`src/hw/rtl/afrf_pkg.sv`:
```
// Package for the audio frame ring FIFO: sizes, opcodes, beat structs and
// the command and status structs between controller and datapath.
// No dependencies.
package afrf_pkg;

    localparam int DEPTH_FRAMES = 1024;
    localparam int MAX_CHANNELS = 8;
    localparam int SAMPLE_BITS  = 32;

    localparam int ADDR_W   = $clog2(DEPTH_FRAMES);
    localparam int PTR_W    = ADDR_W + 1;
    localparam int CNT_W    = 11;
    localparam int AMT_W    = 16;
    localparam int CH_CNT_W = 4;
    localparam int FRAME_W  = MAX_CHANNELS * SAMPLE_BITS;

    localparam logic [CH_CNT_W-1:0] CH_CNT_RESET = CH_CNT_W'(2);
    localparam logic [CH_CNT_W-1:0] CH_CNT_MAX   = CH_CNT_W'(MAX_CHANNELS);
    localparam logic [PTR_W-1:0]    PTR_DEPTH    = PTR_W'(DEPTH_FRAMES);

    typedef enum logic [2:0] {
        OP_WRITE = 3'd0,
        OP_READ  = 3'd1,
        OP_PEEK  = 3'd2,
        OP_SKIP  = 3'd3,
        OP_CLEAR = 3'd4
    } t_opcode;

    typedef struct packed {
        logic [2:0]  opcode;
        logic [15:0] amount;
        logic [31:0] sample_0;
        logic [31:0] sample_1;
        logic [31:0] sample_2;
        logic [31:0] sample_3;
        logic [31:0] sample_4;
        logic [31:0] sample_5;
        logic [31:0] sample_6;
        logic [31:0] sample_7;
    } t_in_beat;

    typedef struct packed {
        logic        frame_valid;
        logic [10:0] frames_moved;
        logic [10:0] available_frames;
        logic [10:0] free_frames;
        logic [31:0] out_sample_0;
        logic [31:0] out_sample_1;
        logic [31:0] out_sample_2;
        logic [31:0] out_sample_3;
        logic [31:0] out_sample_4;
        logic [31:0] out_sample_5;
        logic [31:0] out_sample_6;
        logic [31:0] out_sample_7;
    } t_out_beat;

    typedef struct packed {
        logic latch_in;
        logic exec;
        logic load_out;
    } t_dp_cmd;

    typedef struct packed {
        logic out_free;
    } t_dp_status;

endpackage

```
`src/hw/rtl/afrf_ctrl.sv`:
```
// Controller of the audio frame ring FIFO: sequences accept, execute and
// result load for one beat at a time. Depends on afrf_pkg.
module afrf_ctrl import afrf_pkg::*; (
    input  logic       i_clk,
    input  logic       i_rst_n,
    input  logic       i_in_valid,
    output logic       o_in_stall,
    input  t_dp_status i_status,
    output t_dp_cmd    o_cmd
);

    typedef enum logic [2:0] {
        S_IDLE = 3'b001,
        S_EXEC = 3'b010,
        S_DONE = 3'b100
    } t_state;

    t_state r_state;
    t_state n_state;
    logic   w_accept;

    assign o_in_stall = (r_state != S_IDLE);
    assign w_accept   = i_in_valid && !o_in_stall;

    always_comb begin
        n_state        = r_state;
        o_cmd.latch_in = 1'b0;
        o_cmd.exec     = 1'b0;
        o_cmd.load_out = 1'b0;
        case (r_state)
            S_IDLE: begin
                if (i_in_valid) begin
                    o_cmd.latch_in = 1'b1;
                    n_state        = S_EXEC;
                end
            end
            S_EXEC: begin
                o_cmd.exec = 1'b1;
                n_state    = S_DONE;
            end
            S_DONE: begin
                if (i_status.out_free) begin
                    o_cmd.load_out = 1'b1;
                    n_state        = S_IDLE;
                end
            end
            default: n_state = S_IDLE;
        endcase
    end

    always_ff @(posedge i_clk) begin
        if (!i_rst_n) begin
            r_state <= S_IDLE;
        end else begin
            r_state <= n_state;
        end
    end

    a_accept_exec: assert property (@(posedge i_clk) disable iff (!i_rst_n)
        w_accept |=> (r_state == S_EXEC))
        else $error("accepted beat did not enter execute");

    a_exec_done: assert property (@(posedge i_clk) disable iff (!i_rst_n)
        (r_state == S_EXEC) |=> (r_state == S_DONE))
        else $error("execute did not advance to done");

    a_load_free: assert property (@(posedge i_clk) disable iff (!i_rst_n)
        o_cmd.load_out |-> i_status.out_free)
        else $error("result loaded over a waiting beat");

endmodule

```
`config.mk`:
```
export PLATFORM = sky130hd
export DESIGN_NAME = afrf_ctrl
export DESIGN_NICKNAME = d
export VERILOG_FILES = /design/src/hw/rtl/afrf_pkg.sv /design/src/hw/rtl/afrf_ctrl.sv
export SDC_FILE = /design/constraint.sdc
export NUM_CORES = 1
export LEC_CHECK = 0
export ABC_CLOCK_PERIOD_IN_PS = 1450
export BUFFER_PORTS_ARGS = -buffer_cell sky130_fd_sc_hd__buf_4
export CAP_MARGIN = 20
export CORE_AREA = 2 2 39 41
export CTS_CLUSTER_SIZE = 14
export DETAILED_ROUTE_END_ITERATION = 10
export DIE_AREA = 0 0 41 43
export PLACE_DENSITY = 0.34
export SYNTH_ARGS = -nofsm -noshare
export SYNTH_HDL_FRONTEND = slang
export SYNTH_SLANG_ARGS = --single-unit
```
`constraint.sdc`:
```
create_clock -name i_clk -period 1.45 [get_ports i_clk]
set_input_delay 0.2175 -clock i_clk [delete_from_list [all_inputs] [get_ports i_clk]]
set_output_delay 0.2175 -clock i_clk [all_outputs]
set_load 0.1 [all_outputs]
```
Word-level counts from Yosys, hierarchy flattened
Cells that the tools add are included.

word-level totals
  bits in registers = 3
  input bits = 4
  output and inout bits = 4
  word-level logic and storage cells = 16

cells by class
  equal/unequal tests = 6
  mux-type cells = 8
  reduce and logical (&&, ||, !) cells = 1

operator list
  operator                                                         count
  3-bit one-hot mux with 3 select lines                            1
  3-bit two-way mux                                                2
  1-bit two-way mux                                                5
  2-bit != test, second input constant                             2
  3-bit by 1-bit == test with 1-bit output, second input constant  1
  3-bit by 2-bit == test with 1-bit output, second input constant  1
  3-bit == test, second input constant                             1
  3-bit by 1-bit != test with 1-bit output, second input constant  1
  2-bit AND reduction                                              1

Depth between registers and ports, before layout
Gate-level depths: netlist (run 1).

  depth in word-level cells = 3
  depth in mapped cells = 2
  mapped depth without buffers = 2

Worst setup path after synthesis (run 1)
OpenSTA, ideal clock, no wires.

  kind = register to output
  start = register r_state[0]
  end = output o_cmd[0] (netlist name)
  arrival = 3.243 ns
  setup slack = -2.010 ns
  stages on the path, launching flop included = 2
  cells stage by stage = dfxtp_1 nor4bb_1

RTL lines
  element                 RTL line         RTL
  from (decl)             afrf_ctrl.sv:18  t_state r_state;
  from (signal assigned)  afrf_ctrl.sv:55  r_state <= n_state;
  to (decl)               afrf_ctrl.sv:9   output t_dp_cmd o_cmd

==> impl_metrics.ini, run 1 <==
[power_and_ir_drop]
ir_worst_vdd_uv = 253
p_total_uw = 329
leakage_uw = 0.000109
p_per_area_nw_per_um2 = 1150

[sta]
fin_setup_tns_ns = 0
setup_viol_count_final = 0
hold_viol_final = 0
period_share_pct = 94.0
finalMaxSlewViolations = 0
tightest_slew_ns = 0.279
rsz0062_at_grt = no
clock_skew_ns = 0.000338
fmax_ghz = 0.734
worst_slack_ns = 0.0874
slew_headroom_pct = 81.2
min_period_ns = 1.36
holdWs_ns = 0.179

[yosys]
yosysTopAreaCellShare_pct = 40.7
syn_area_per_cell_um2 = 9.84
yosys.area.top_type = dfxtp_1
synthesis.nets = 19
synth_cell_types = 13
syn_inst = 15
synth_area_leaders = dfxtp_1 41%, and4bb_2 8.5%, nor4bb_1 6.8%
yosysWarnings = 0
ys_ff_latch = 3
seq_area_frac_synth_pct = 40.7
mappedNetlistArea_um2 = 148

[cts]
clockBufferDepth = 2
cts.clk_slew.worst_paths_ns = 0.04
root_buffer = clkbuf_4
clk_latency_ns = 0.23
htree_levels = 1
postCtsHoldBufs = 0
clkSinkCount = 3
numCtsBuffers = 3
cts_tree = done

[floorplanning]
dieArea_um2 = 1760
die_w_um = 41
die_h_um = 43
ios = 8
coreArea_um2 = 1380
initial_core_util_pct = 10.7
num_rows = 14

[placed_design]
io_buffers = 7
gp_congestion = 0.619
dp_hpwl_um = 284
pre_cts_ws_ns = 0.272

[min_path]
hp-class = input port to flop

[setup_path]
cp_data_arrival_time_ns = 1.15
start_kind = flop
cp_slowest_cell = dfxtp_2
worstSetupEndpointType = output pin
worst-setup-path-type = flop to output pin
critical_path.max_stage_delay_ns = 0.40
critPathMaxFanout = 6
crit_required_ns = 1.23
path_cells = and4bb_2 > buf_6

[route]
drt_iter0_markers = 1
post_drt_via_cell_ratio = 3.62
wl_per_cell_um = 8.64
drc = 0
route.vias.total = 152
dr.pass1.iters = 3
postRouteAntennaNets = 0
wirelength_um = 363

[final_layout]
n_antenna_cell = 0
largest_reg_flops = 3
reg_top3 = r_state: 3 flops
syn_to_final_growth_pct = 94.1
nets = 31
utilization_pct = 20.7
drive_gt1_share_pct = 61.5
regMostFlops = r_state

[job]
maxCapViolations = 0

[run_status]
status = completed

[grt]
grt_start_max_net_pins = 8
grt_pass1_wl_um = 648
grt_overflow = 0
grt_pass1_vias = 175
antenna_found_initial = 0
grt.total_usage_pct = 6.41
layer usage:
layer	vias to the layer above	track usage (%)	routed length [um]
met3	0	6.81	35
met1	70	4.47	129
met4	0	8.00	0
met5	-	0	0
li1	78	-	-
met2	4	7.81	198
timing repair:
action / in CTS / in global routing
endpoints found under the hold margin: 0 / 0
buffers inserted: 0 / 0
endpoints found under the setup margin: 0 / 2
gates resized for setup: 0 / 2
per-stage QoR:
step | instance area [um^2] | std cells
2_1_floorplan | 180 | 15
3_3_place_gp | 253 | 38
5_1_grt | 287 | 42
6_report | 287 | 42
3_5_place_dp | 253 | 38
4_1_cts | 279 | 42
cell families after synthesis:
kind of cell	Yosys count	share of synthesized area [%]
and+or+nand+nor	10	50.9
DFF	3	40.7
AOI/OAI and AO/OA	2	8.47
cell usage after synthesis:
| cell type | number |
|---|---|
| and4bb_2 | 1 |
| nor4b_1 | 1 |
| nor2_1 | 1 |
| nor4bb_1 | 1 |
| or3b_1 | 1 |
| or2b_1 | 1 |
| a21oi_1 | 1 |
| nand2_1 | 1 |
| nand2b_1 | 1 |
| and2_1 | 1 |
| nor3b_1 | 1 |
| dfxtp_1 | 3 |
| o31ai_1 | 1 |
power breakdown:
group	internal [uW]	total, uW	switching, uW
registers	87.6	96.9	9.33
logic	26.8	87.0	60.2
clock network	103	145	42.4
worst max-delay path, delay by kind of cell, from the launching register on:
kind	cells	cell delay [ns]
AND/OR/NAND/NOR	1	0.28
flip-flops	1	0.40
buffers and inverters	1	0.23
cell type report:
type | count | area (um^2)
Multi-Input combinational cell | 12 | 114
Clock buffer | 4 | 26.3
Timing Repair Buffer | 7 | 60.1
Sequential cell | 3 | 66.3
Fill cell | 156 | 1100
Tap cell | 16 | 20.0
layout by cell type (no fill, tap or decap):
master	instances
dfxtp_2	2
nor3b_4	1
or3b_1	1
buf_6	2
and2_1	1
o31ai_1	1
or2b_1	1
nor4bb_4	1
dfxtp_4	1
clkbuf_4	3
nor2_1	1
nor4b_1	1
nand2_1	1
a21oi_1	1
and4bb_2	1
clkbuf_1	1
buf_4	5
nand2b_1	1
path summary, 6_finish.rpt:
path                 to  depth (start not counted)       start  slack [ns]
max            o_cmd[2]                          2  r_state[0]        0.09
min          r_state[0]                          2     i_rst_n        0.18
max reg2reg  r_state[0]                          2  r_state[2]        0.48
min reg2reg  r_state[2]                          2  r_state[1]        0.58
No activity file was read; power rests on OpenSTA's default activity.
==> run 2: changes to the inputs <==
- PLACE_DENSITY: 0.34 -> 0.32
==> run 2 against run 1 <==
  * Hold slack gained 0.0049 ns
  * Wire length rose by 6.6%
  * Combinational power up 0.6%
  * Clock-buffer cell count unchanged
  * Highest routed layer unchanged
  * Largest cell class unchanged
  * Clock power hardly changed
  * Register-to-register slack worse by 0.02 ns
==> impl_metrics.ini, run 2 (synthesis results as in run 1) <==
[final_layout]
multi_input_area_um2 = 114
drive_gt1_share_pct = 61.5
syn_to_final_growth_pct = 91.5
nets = 31
largest_reg_flops = 3
utilization_pct = 20.4
reg_top3 = r_state: 3 flops
n_antenna_cell = 0
fin_cells = 42
register_area_um2 = 66.3
regMostFlops = r_state
mostFrequentLayoutCell = buf_4
nFillCells = 155
final_cell_mix = 6 x buf_4, 3 x clkbuf_4, 2 x dfxtp_2

[placed_design]
dp.cells = 38
pre_cts_ws_ns = 0.274
gp_congestion = 0.559
io_buffers = 7

[sta]
tightest_slew_ns = 0.279
finalMaxSlewViolations = 0
period_share_pct = 96.8
setup_viol_count_final = 0
fmax_ghz = 0.712
min_period_ns = 1.40
rsz0062_at_grt = no
slew_headroom_pct = 81.5
worst_slack_ns = 0.0462
holdWs_ns = 0.184
hold_viol_final = 0
fin_setup_tns_ns = 0
clock_skew_ns = 0.00191

[cts]
cts-resized-gates = 0
clkSinkCount = 3
numCtsBuffers = 3
cts.clk_slew.worst_paths_ns = 0.04
root_buffer = clkbuf_4
post-cts-setup-buffers = 0
postCtsHoldBufs = 0
cts_tree = done
htree_levels = 1
clockBufferDepth = 2
clk_latency_ns = 0.23

[route]
drt_iter0_markers = 0
postRouteAntennaNets = 0
wirelength_um = 387
wl_per_cell_um = 9.21
route.vias.total = 146
drc = 0
dr.pass1.iters = 1
post_drt_via_cell_ratio = 3.48

[setup_path]
cp_data_arrival_time_ns = 1.19
critPathMaxFanout = 6
start_kind = flop
rr_worst_depth = 2
path_cells = nor4bb_4 > buf_4
worstSetupEndpointType = output pin
worst-setup-path-type = flop to output pin
critical_path.max_stage_delay_ns = 0.36
cp_slowest_cell = dfxtp_2
crit_required_ns = 1.23

[power_and_ir_drop]
switchingPower_uw = 110
p_seq_share_pct = 29.7
internal_power_uw = 217
ir_worst_vdd_uv = 388
p_per_area_nw_per_um2 = 1160
pwr-share-clk_pct = 43.6
switching_share_pct = 33.7
leakage_uw = 0.000108
p_comb_share_pct = 26.7

[floorplanning]
die_h_um = 43
initial_core_util_pct = 10.7
die_w_um = 41
num_rows = 14
coreArea_um2 = 1380
dieArea_um2 = 1760
ios = 8

[min_path]
min_path_cells = 2
hp-class = input port to flop

[run_status]
status = completed

[grt]
antenna_found_initial = 0
grt_pass1_vias = 154
grt_overflow = 0
grt.total_usage_pct = 5.32
grt_start_max_net_pins = 8
grt_pass1_wl_um = 600

[job]
maxCapViolations = 0
run 2: layout make-up:
type,count,area share [%]
Multi-Input combinational cell,12,40.3
Sequential cell,3,23.5
Timing Repair Buffer,7,19.9
Clock buffer,4,9.29
Tap cell,16,7.08
run 2: power groups by stage:
stage	registers, uW	logic [uW]	clock network, uW
after CTS	97.4	85.8	151
after global routing	98.1	91.9	153
after floorplan	96.5	66.6	0
after detailed placement	98.7	85.6	0
final	97.3	87.5	143
after global placement	98.1	85.7	0
run 2: path summary, 6_finish.rpt:
check                  start          to  slack [ns]
hold reg to reg   r_state[1]  r_state[2]        0.58
setup / recovery  r_state[0]    o_cmd[0]        0.05
hold / removal       i_rst_n  r_state[0]        0.18
setup reg to reg  r_state[2]  r_state[0]        0.46
run 2: critical path: cells and delay by family (launching register included):
kind                   cells  cell delay, ns
DFF                        1            0.36
and+or+nand+nor            1            0.28
buffers and inverters      1            0.32
run 2: metrics by stage:
step | total power (uW) | cell area (um^2)
6_report | 328 | 283
5_1_grt | 343 | 283
4_1_cts | 334 | 279
3_5_place_dp | 184 | 253
3_3_place_gp | 184 | 253
2_1_floorplan | 163 | 180
run 2: routing by layer:
layer,GRT usage [%],up-vias,share of wire (%)
met3,3.14,0,5.4
met1,6.41,63,50
met4,4.00,0,0
li1,-,77,-
met2,6.56,6,44
met5,0,-,0
==> run 3: changes to the inputs <==
- ABC_AREA: not set -> 1
- PLACE_DENSITY: 0.32 -> 0.33
==> run 3 against run 2 <==
  * Sequential power rose by 6%
  * Register-to-register slack improved by 0.13 ns
  * Non-clock buffer count did not move
  * Sequential cell count did not move
  * First-iteration DRC count rose by 2
  * Setup slack improved by 0.024 ns
  * Clock power barely moved
  * Core utilization rose by 1.3 points
  * Clock skew fell by 0.0011 ns
  * Global-route usage rose by 0.80 points
  * Critical endpoint is now o_cmd[2]
  * Largest cell class unchanged
==> impl_metrics.ini, run 3 <==
[sta]
period_share_pct = 95.2
setup_viol_count_final = 0
min_period_ns = 1.38
finalMaxSlewViolations = 0
rsz0062_at_grt = no
tightest_slew_ns = 0.278
clock_skew_ns = 0.000797
fmax_ghz = 0.725
slew_headroom_pct = 81.6
hold_viol_final = 0
holdWs_ns = 0.179
fin_setup_tns_ns = 0

[yosys]
synth_most_common_cell = inv_1
yosysWarnings = 0
synthTopCellsByCount = 6 x inv_1, 3 x dfxtp_1, 3 x nand3_2
yosysTopAreaCellShare_pct = 36.6
synth_cell_types = 10
mappedNetlistArea_um2 = 164
seq_area_frac_synth_pct = 36.6
syn_area_per_cell_um2 = 7.81
syn_inst = 21
synth_area_leaders = dfxtp_1 37%, nand3_2 18%, inv_1 14%
synth_edf_count = 0
synthesis.nets = 25
synthArstFlopShare_pct = 0
yosys.area.top_type = dfxtp_1
ys_ff_latch = 3
ys.flop_type = dfxtp_1

[final_layout]
drive_gt1_share_pct = 62.5
n_antenna_cell = 0
final_cell_mix = 6 x inv_1, 6 x buf_4, 3 x nand3_2, 3 x clkbuf_4
regMostFlops = r_state
fin_cells = 48
reg_top3 = r_state: 3 flops
largest_reg_flops = 3
syn_to_final_growth_pct = 83.2
nets = 37

[placed_design]
dp.cells = 44
gp_congestion = 0.694
dp_hpwl_um = 292
io_buffers = 7

[min_path]
hp-class = input port to flop

[power_and_ir_drop]
internal_power_uw = 233
switching_share_pct = 39.7
switchingPower_uw = 153
p_total_uw = 387
p_per_area_nw_per_um2 = 1290
leakage_uw = 0.000143
p_comb_share_pct = 36.3
pwr-share-clk_pct = 36.9
p_seq_share_pct = 26.8
ir_worst_vdd_uv = 461

[floorplanning]
initial_core_util_pct = 11.8
ios = 8
die_w_um = 41
die_h_um = 43
num_rows = 14
dieArea_um2 = 1760
coreArea_um2 = 1380

[setup_path]
start_kind = flop
worst-setup-path-type = flop to output pin
crit_required_ns = 1.23
critPathMaxFanout = 4
worstSetupEndpointType = output pin
cp_data_arrival_time_ns = 1.16

[route]
top_layer = met3
route.vias.total = 168
dr_wl_met2_um = 144
wl_met3_um = 30
dr.pass1.iters = 2
wl_per_cell_um = 7.44
drc = 0
wirelength_um = 357
drt_iter0_markers = 2
post_drt_via_cell_ratio = 3.50
wl_met1_um = 182
postRouteAntennaNets = 0

[cts]
numCtsBuffers = 3
clockBufferDepth = 2
cts-resized-gates = 1
root_buffer = clkbuf_4
post-cts-setup-buffers = 0
postCtsHoldBufs = 0
clkSinkCount = 3
clk_latency_ns = 0.23
cts_tree = done
htree_levels = 1
cts.clk_slew.worst_paths_ns = 0.03

[run_status]
status = completed

[grt]
grt_pass1_vias = 153
grt_overflow = 0
antenna_found_initial = 0
grt_pass1_wl_um = 621
grt_start_max_net_pins = 6
grt.total_usage_pct = 6.11

[job]
maxCapViolations = 0
-- run 3: power by group through the flow --
stage	sequential, uW	clock [uW]	combinational (uW)
after CTS	103	153	138
after detailed placement	105	0	136
after global placement	105	0	134
final	103	143	140
after floorplan	103	0	110
after global routing	105	171	147
-- run 3: per-stage QoR --
stage	setup WS (ns)	utilization, %	instance area, um^2
final	0.0699	21.7	300
after global routing	0.00300	21.7	300
after CTS	0.0421	21.4	297
after detailed placement	0.244	19.3	267
after global placement	0.249	19.3	267
after floorplan	-0.204	-	194
-- run 3: final timing paths --
check,end,slack [ns],startpoint,cells past startpoint
max reg2reg,r_state[0],0.59,r_state[1],4
min,r_state[0],0.18,i_rst_n,2
min reg2reg,r_state[1],0.55,r_state[0],2
max,o_cmd[2],0.07,r_state[1],4
-- run 3: logic make-up after synthesis --
family	Yosys count	synth area share (%)
simple gates	11	46.6
buf+inv	6	13.7
flops	3	36.6
compound gates	1	3.05
-- run 3: cell type report --
| class | instances | area, um^2 |
|---|---|---|
| fillers | 154 | 1080 |
| multi-input cells | 12 | 109 |
| flip-flops and latches | 3 | 62.6 |
| repair buffers | 7 | 60.1 |
| clock buffers | 4 | 26.3 |
| inverters | 6 | 22.5 |
| well taps | 16 | 20.0 |
-- run 3: layer usage --
layer	track usage, %	vias to the layer above
met5	0	-
met4	6.00	0
met3	6.28	0
met2	5.00	5
met1	7.67	75
li1	-	88
-- run 3: worst max-delay path, cell delays in order (launching register included) --
cell and delay (ns):
dfxtp_2 0.34, nor2_2 0.17, nand2_4 0.10, nor2_4 0.12
buf_8 0.20
